File: config.mk
export PLATFORM = sky130hd
export DESIGN_NAME = atsc_div
export DESIGN_NICKNAME = d
export VERILOG_FILES = /design/src/rtl/atsc_pkg.sv /design/src/rtl/atsc_div.sv
export SDC_FILE = /design/constraint.sdc
export NUM_CORES = 1
export LEC_CHECK = 0
export BUFFER_PORTS_ARGS = -buffer_cell sky130_fd_sc_hd__buf_2
export CAP_MARGIN = 5
export CORE_MARGIN = 1
export CORE_UTILIZATION = 27
export DETAILED_ROUTE_END_ITERATION = 7
export HOLD_SLACK_MARGIN = 0.08
export REMOVE_ABC_BUFFERS = 1
export SLEW_MARGIN = 0
export SYNTH_ARGS = -nofsm -noshare
export SYNTH_HDL_FRONTEND = slang
export SYNTH_SLANG_ARGS = --single-unit
File: constraint.sdc
create_clock -name clk -period 9.65 [get_ports clk]
set_clock_uncertainty 0.05 [all_clocks]
set_input_delay 1.93 -clock clk [delete_from_list [all_inputs] [get_ports clk]]
set_output_delay 1.93 -clock clk [all_outputs]
set_load 0.01 [all_outputs]
File: src/rtl/atsc_pkg.sv
// shared types and constants for the adaptive time step controller
// no dependencies
package atsc_pkg;

  localparam int GRID_CELLS = 4096;
  localparam int ADDR_W     = $clog2(GRID_CELLS);
  localparam int CNT_W      = $clog2(GRID_CELLS + 1);
  localparam int TEMP_W     = 32;
  localparam int TIME_W     = 48;
  localparam int HALF_W     = TIME_W / 2;
  localparam int SF_W       = 16;
  localparam int COUNT_W    = 32;
  localparam int NUM_W      = 88;
  localparam int DEN_W      = 64;
  localparam int ITER_W     = $clog2(NUM_W + 1);
  localparam int CFG_AW     = 5;
  localparam int CFG_DW     = 64;

  // reciprocal constants: floor(x / 1000) for 32-bit x, floor(x / 10) for x below 2^30
  localparam int DIV1000_W  = 29;
  localparam int DIV1000_SH = 38;
  localparam logic [DIV1000_W-1:0] DIV1000_MUL = 29'd274877907;
  localparam int DIV10_W    = 28;
  localparam int DIV10_SH   = 31;
  localparam logic [DIV10_W-1:0] DIV10_MUL = 28'd214748365;
  localparam int REM10_W    = 4;

  localparam logic [TIME_W-1:0] TIME_MAX = '1;

  typedef enum logic [1:0] {
    REG_STOP_TIME    = 2'd0,
    REG_MAX_STEP     = 2'd1,
    REG_STEP_FACTOR  = 2'd2,
    REG_INITIAL_STEP = 2'd3
  } reg_idx_t;

  typedef enum logic [2:0] {
    S_IDLE,
    S_CHECK,
    S_MINT,
    S_SCAN,
    S_RATIO,
    S_GROW,
    S_CAND,
    S_UPDATE
  } state_t;

  typedef struct packed {
    logic             start;
    logic [NUM_W-1:0] num;
    logic [DEN_W-1:0] den;
  } div_req_t;

  typedef struct packed {
    logic             done;
    logic [NUM_W-1:0] quo;
  } div_rsp_t;

endpackage

File: src/rtl/atsc_div.sv
// iterative restoring divider, one quotient bit per cycle
// depends on atsc_pkg
module atsc_div import atsc_pkg::*; (
  input  logic     clk,
  input  logic     rst_n,
  input  div_req_t req,
  output div_rsp_t rsp
);

  logic [NUM_W-1:0]  num_r, num_nxt;
  logic [DEN_W-1:0]  den_r;
  logic [DEN_W:0]    rem_r, rem_nxt;
  logic [NUM_W-1:0]  quo_r, quo_nxt;
  logic [ITER_W-1:0] iter_r;
  logic              run_r;
  logic              done_r;
  logic [DEN_W+1:0]  shifted;
  logic [DEN_W+1:0]  diff;
  logic              take;

  always_comb begin
    shifted = {rem_r, num_r[NUM_W-1]};
    diff    = shifted - {2'b00, den_r};
    take    = (shifted >= {2'b00, den_r});
    rem_nxt = take ? diff[DEN_W:0] : shifted[DEN_W:0];
    quo_nxt = {quo_r[NUM_W-2:0], take};
    num_nxt = {num_r[NUM_W-2:0], 1'b0};
  end

  always_ff @(posedge clk) begin
    if (!rst_n) begin
      run_r  <= 1'b0;
      done_r <= 1'b0;
      iter_r <= '0;
    end else begin
      done_r <= 1'b0;
      if (req.start) begin
        run_r  <= 1'b1;
        iter_r <= ITER_W'(NUM_W);
      end else if (run_r) begin
        iter_r <= iter_r - 1'b1;
        if (iter_r == ITER_W'(1)) begin
          run_r  <= 1'b0;
          done_r <= 1'b1;
        end
      end
    end
  end

  always_ff @(posedge clk) begin
    if (req.start) begin
      num_r <= req.num;
      den_r <= req.den;
      rem_r <= '0;
      quo_r <= '0;
    end else if (run_r) begin
      num_r <= num_nxt;
      rem_r <= rem_nxt;
      quo_r <= quo_nxt;
    end
  end

  assign rsp.done = done_r;
  assign rsp.quo  = quo_r;

endmodule

; ---- After elaboration in Yosys (flattened, before gate mapping)
; Index checks and enable logic that the tools add are counted.
[word_totals]
inputBits = 155
reg_bits = 314
word_cells = 26
out_inout_bits = 89
[op_classes]
n_mux = 9
n_addsub = 2
eq_ne = 1
n_reduce_logical = 3
bitwise_logic = 2
n_lt_le_gt_ge = 1
[op_table]
columns = cell, n
row1 = 88-bit two-way mux, 2
row2 = 66-bit by 64-bit greater-or-equal comparator with 1-bit output, 1
row3 = 65-bit two-way mux, 1
row4 = 65-bit by 64-bit subtractor with 65-bit output, 1
row5 = 7-bit two-way mux, 2
row6 = "7-bit by 1-bit == test with 1-bit output, second input constant", 1
row7 = "7-bit by 1-bit subtractor with 7-bit output, second input constant", 1
row8 = 1-bit two-way mux, 4
row9 = 3-bit OR reduction, 1
row10 = 1-bit inverter, 2
row11 = 2-bit nonzero test, 1
row12 = 2-bit OR reduction, 1

; ---- Longest topological paths before layout
[logic_depth]
depth_word = 4
ltp_mapped = 15
depth_no_buf = 13

; ---- Worst setup path after synthesis
; No wires, ideal clock.
[synth_timing]
kind = in2reg
startpoint = in req[152] (netlist name)
endpoint = reg num_r[0], enable pin
setup_ns = 0.409
required_ns = 9.191
path_stages = 3
arrival_ns = 3.611
setup_slack_ns = 5.580
n_path_buf = 2
cell_sequence = clkbuf_1 > clkbuf_1 > or2_2
[synth_between]
elab_chain_len = 1
[synth_lines]
columns = element, line_no
row1 = start: declaration, atsc_div.sv:6  ; input div_req_t req,
row2 = 2-bit nonzero test (no source line), --
row3 = end signal: assignment, atsc_div.sv:52  ; num_r <= req.num;
row4 = end signal: assignment, atsc_div.sv:57  ; num_r <= num_nxt;
row5 = end: declaration, atsc_div.sv:10  ; logic [NUM_W-1:0] num_r, num_nxt;
; Every way passes these cells.
; A chain may end at the register's enable or synchronous reset.

; ---- Worst setup path in the final report
[layout_timing]
startpoint = reg den_r[43]
endpoint = reg rem_r[55]
[layout_between]
elab_chain_len = 2
elab_cells_between_ends = 3
classes_between = 1 x add/sub / 1 x order compare / 1 x mux
[layout_lines]
columns = element, line_no
row1 = start: declaration, atsc_div.sv:11  ; logic [DEN_W-1:0] den_r;
row2 = start signal: assignment, atsc_div.sv:53  ; den_r <= req.den;
row3 = 65-bit by 64-bit subtractor with 65-bit output / 66-bit by 64-bit greater-or-equal comparator with 1-bit output (equally long branches), "atsc_div.sv:23, atsc_div.sv:24"
row4 = 65-bit two-way mux (*), atsc_div.sv:25  ; rem_nxt = take ? diff[DEN_W:0] : shifted[DEN_W:0];
row5 = end signal: assignment, atsc_div.sv:58  ; rem_r <= rem_nxt;
row6 = end: declaration, atsc_div.sv:12  ; logic [DEN_W:0] rem_r, rem_nxt;
; Mark *: on every way between the ends. The rest lies on a longest branch, timed or not.

==> flow_metrics.env <==
export IMPL_start_util_pct=27.3
export IMPL_start_kind="register"
export IMPL_r2r_worst_path_cells=12
export IMPL_r2r_setup_slack_ns=5.32
export IMPL_tns_ns=0
export IMPL_cts_setup_buffers=0
export IMPL_power_frac_clock_pct=40.2
export IMPL_regToRegStartpoint="den_r[43]"
export IMPL_clock_sinks=314
export IMPL_cts_hold_buffers=0
export IMPL_slew_headroom_pct=27.3
export IMPL_drtPass1Iterations=5
export IMPL_hp_start="rem_r[38]"
export IMPL_routedWlPerCell_um=17.6
export IMPL_htree_levels=2
export IMPL_netSwitchingPower_w=0.00113
export IMPL_max_cap_viol_count=0
export IMPL_cp_end_kind="register"
export IMPL_clk_path_buf_depth=3
export IMPL_die_h_um=249
export IMPL_holdPathStages=2
export IMPL_report_final_hold_viol_count=0
export IMPL_power_density_nw_per_um2=195
export IMPL_dp_cells=2591
export IMPL_drcViolationCount=0
export IMPL_grt_pass1_vias=13100
export IMPL_clk_pin_slew_ns=0.06
export IMPL_fp_dieW_um=249
export IMPL_syn_inst=1654
export IMPL_rsz0062_at_grt="false"
export IMPL_met2_usage_pct=24.4
export IMPL_power_frac_comb_pct=19.4
export IMPL_finalPower_w=0.00384
export IMPL_route_vias_total=13300
export IMPL_cts_root_buf="clkbuf_16"
export IMPL_worstPathRequired_ns=10.04
export IMPL_ys_types=79
export IMPL_p_int_w=0.00272
export IMPL_worstHoldEndpoint="rem_r[39]"
export IMPL_clk_latency_ns=0.58
export IMPL_swShare_pct=29.4
export IMPL_fin_cells=2669
export IMPL_period_share_pct=44.9
export IMPL_grt_util_met1_pct=18.4
export IMPL_arrival_ns=4.72
export IMPL_die_area_sq_um=62100
export IMPL_vias_per_cell=4.97
export IMPL_fp_coreArea_sq_um=60400
export IMPL_p_seq_share_pct=40.4
export IMPL_cp_startpoint="den_r[43]"
export IMPL_cts_tree="done"
export IMPL_pin_count=244
export IMPL_path_max_fanout=33
export IMPL_setup_violations=0
export IMPL_ir_worst_vdd_uv=147
export IMPL_status="completed"
export IMPL_yosysSeqAreaShare_pct=47.4
export IMPL_grt_ovfl_total=0
export IMPL_synth_async_reset_ratio_pct=0
export IMPL_r2r_end="rem_r[55]"
export IMPL_fin_crit_ns=4.33
export IMPL_power_leakage_nw=7.98
export IMPL_drtIter0Drc=777
export IMPL_groute_layer_met3_usage_pct=4.79
export IMPL_dp_hpwl_um=33700
export IMPL_drt_total_wl_um=46900
export IMPL_drtAntennaViolNets=0
export IMPL_grt_busiest_layer="met2"
export IMPL_place_congestion=0.907
export IMPL_post_place_ws_ns=5.14
export IMPL_tightest_slew_ns=1.09
export IMPL_antenna_found_initial=18
export IMPL_grt_pass1_wl_um=73800
export IMPL_synth_ff_type="dfxtp_1"
export IMPL_post_cts_resized=0
export IMPL_final_max_slew_viol_count=0
export IMPL_crit_type="reg2reg"
export IMPL_grt_start_max_net_pins=126
export IMPL_grt_usage_pct=14.9
export IMPL_numPortBuffers=243
export IMPL_cts_buffers=40
export IMPL_hold_path_class="reg2reg"
export IMPL_rows=90
export IMPL_clock_fmax_mhz=231
export IMPL_syn_avg_cell_area_sq_um=9.97
export IMPL_drive_gt1_share_pct=22.8
export IMPL_synth_edf_count=152
export IMPL_yosys_warnings=0
export IMPL_syn_area_sq_um=16500
export IMPL_ys_ff_latch=314
export IMPL_final_setup_worst_slack_ns=5.32
export IMPL_layout_nets=2073
export IMPL_syn_to_final_growth_pct=19.7
## cell usage after synthesis (all sizes together) (3+ instances only)
| library cell | number | share of area [%] |
|---|---|---|
| xor2 | 20 | 1.1 |
| a41oi | 7 | 0.37 |
| o21ba | 4 | 0.24 |
| clkbuf | 57 | 1.3 |
| or2 | 4 | 0.15 |
| xnor2 | 30 | 1.6 |
| a21oi | 90 | 2.8 |
| nor2b | 12 | 0.46 |
| o31ai | 8 | 0.36 |
| ha | 66 | 5.0 |
| a31o | 4 | 0.27 |
| o21a | 15 | 0.68 |
| edfxtp | 152 | 28 |
| a21boi | 7 | 0.32 |
| o311ai | 3 | 0.16 |
| or3 | 10 | 0.38 |
| mux2 | 87 | 5.9 |
| nand3 | 28 | 0.88 |
| o21ai | 71 | 2.2 |
| nor3b | 8 | 0.36 |
| nand4 | 30 | 1.1 |
| mux2i | 91 | 5.5 |
| nor3 | 29 | 0.91 |
| nand2 | 152 | 3.5 |
| o22ai | 6 | 0.23 |
| a311oi | 45 | 2.4 |
| a211oi | 10 | 0.53 |
| o221ai | 5 | 0.27 |
| a31oi | 14 | 0.53 |
| nor4 | 7 | 0.27 |
| inv | 84 | 1.9 |
| a221oi | 4 | 0.25 |
| dfxtp | 162 | 20 |
| and2 | 9 | 0.34 |
| nand2b | 13 | 0.49 |
| a21o | 18 | 0.82 |
| a2111oi | 4 | 0.29 |
| and3 | 14 | 0.53 |
| buf | 39 | 1.3 |
| nor2 | 184 | 4.2 |
| o211ai | 11 | 0.53 |
| o21bai | 11 | 0.50 |
## worst max-delay path: stages (launching register included)
cell and delay, ns:
edfxtp_1 0.34, inv_1 0.05, ha_1 0.45, nand4_1 0.19
nor4_1 0.45, and3_1 0.27, nand2_1 0.06, a21o_1 0.20
a21oi_2 0.32, or2_1 0.77, buf_4 0.50, mux2i_1 0.16
a2111oi_2 0.40
## worst max path at each step
stage,cells after the start,endpoint
2_1_floorplan,1,num_r[0]
5_1_grt,12,rem_r[55]
6_report,12,rem_r[55]
3_3_place_gp,5,rem_r[59]
3_5_place_dp,5,rem_r[59]
4_1_cts,12,rem_r[55]
## placed cells by master, fill, tap and decap left out, drive strengths merged, types with 5 or more instances in the layout
master	netlist	layout
mux2i	91	91
nand2	152	152
o211ai	11	11
a21oi	90	90
nor3b	8	8
a31oi	14	14
a21boi	7	7
clkbuf	57	51
o21a	15	15
o22ai	6	6
o221ai	5	5
a41oi	7	7
and2	9	9
a311oi	45	45
or3	10	10
xor2	20	20
nor3	29	29
nand3	28	28
nor2	184	184
o31ai	8	8
a211oi	10	10
and3	14	14
a21o	18	18
o21bai	11	11
dfxtp	162	162
edfxtp	152	152
inv	84	86
buf	39	251
xnor2	30	30
nor2b	12	12
nand2b	13	13
ha	66	66
mux2	87	87
nand4	30	30
nor4	7	7
clkinv	1	14
o21ai	71	71
## power groups by stage
stage | combinational (W) | sequential [W] | clock, W
6_report | 0.000745 | 0.00155 | 0.00155
4_1_cts | 0.000743 | 0.00156 | 0.00160
3_5_place_dp | 0.000738 | 0.00158 | 0
5_1_grt | 0.000823 | 0.00157 | 0.00164
3_3_place_gp | 0.000733 | 0.00158 | 0
2_1_floorplan | 0.000524 | 0.00158 | 0
## per-layer routing
layer  part of all wire (%)  wire length, um
met1                     43            20300
met2                     46            21600
met3                    7.7             3610
met4                    2.6             1240
met5                   0.34              161
## state kept, by name, summed over array words and instances, names as in the netlist
signal / count
iter_r: 7
run_r: 1
quo_r: 88
num_r: 88
done_r: 1
den_r: 64
rem_r: 65
## area by class of cell
cell class | count | area, sq um
well taps | 782 | 978
inverters | 85 | 319
flip-flops and latches | 314 | 7810
repair buffers | 251 | 1300
clock inverters | 23 | 262
fillers | 6194 | 40600
multi-input cells | 1159 | 7940
clock buffers | 51 | 1110
diodes | 4 | 10.0
## through the flow
stage | hold WS (ns) | util [%] | instance area (sq um)
after floorplan | 0.412 | - | 16100
after global placement | 0.422 | 30.4 | 18400
after detailed placement | 0.440 | 30.4 | 18400
after CTS | 0.443 | 32.7 | 19700
after global routing | 0.460 | 32.7 | 19700
final | 0.446 | 32.7 | 19700
## kinds of logic (layout without fill, tap and decap cells)
logic type | after synthesis | in the layout | share of synthesized area, %
AND/OR/NAND/NOR | 511 | 511 | 14.2
multiplexers | 178 | 178 | 11.5
flip-flops | 314 | 314 | 47.4
AO/OA/AOI/OAI | 353 | 353 | 14.7
XOR/XNOR | 50 | 50 | 2.66
adder cells (fa/ha/maj) | 67 | 67 | 5.13
buffers and inverters | 181 | 410 | 4.49
other | 0 | 4 | 0
No activity file was read; power rests on OpenSTA's default activity.
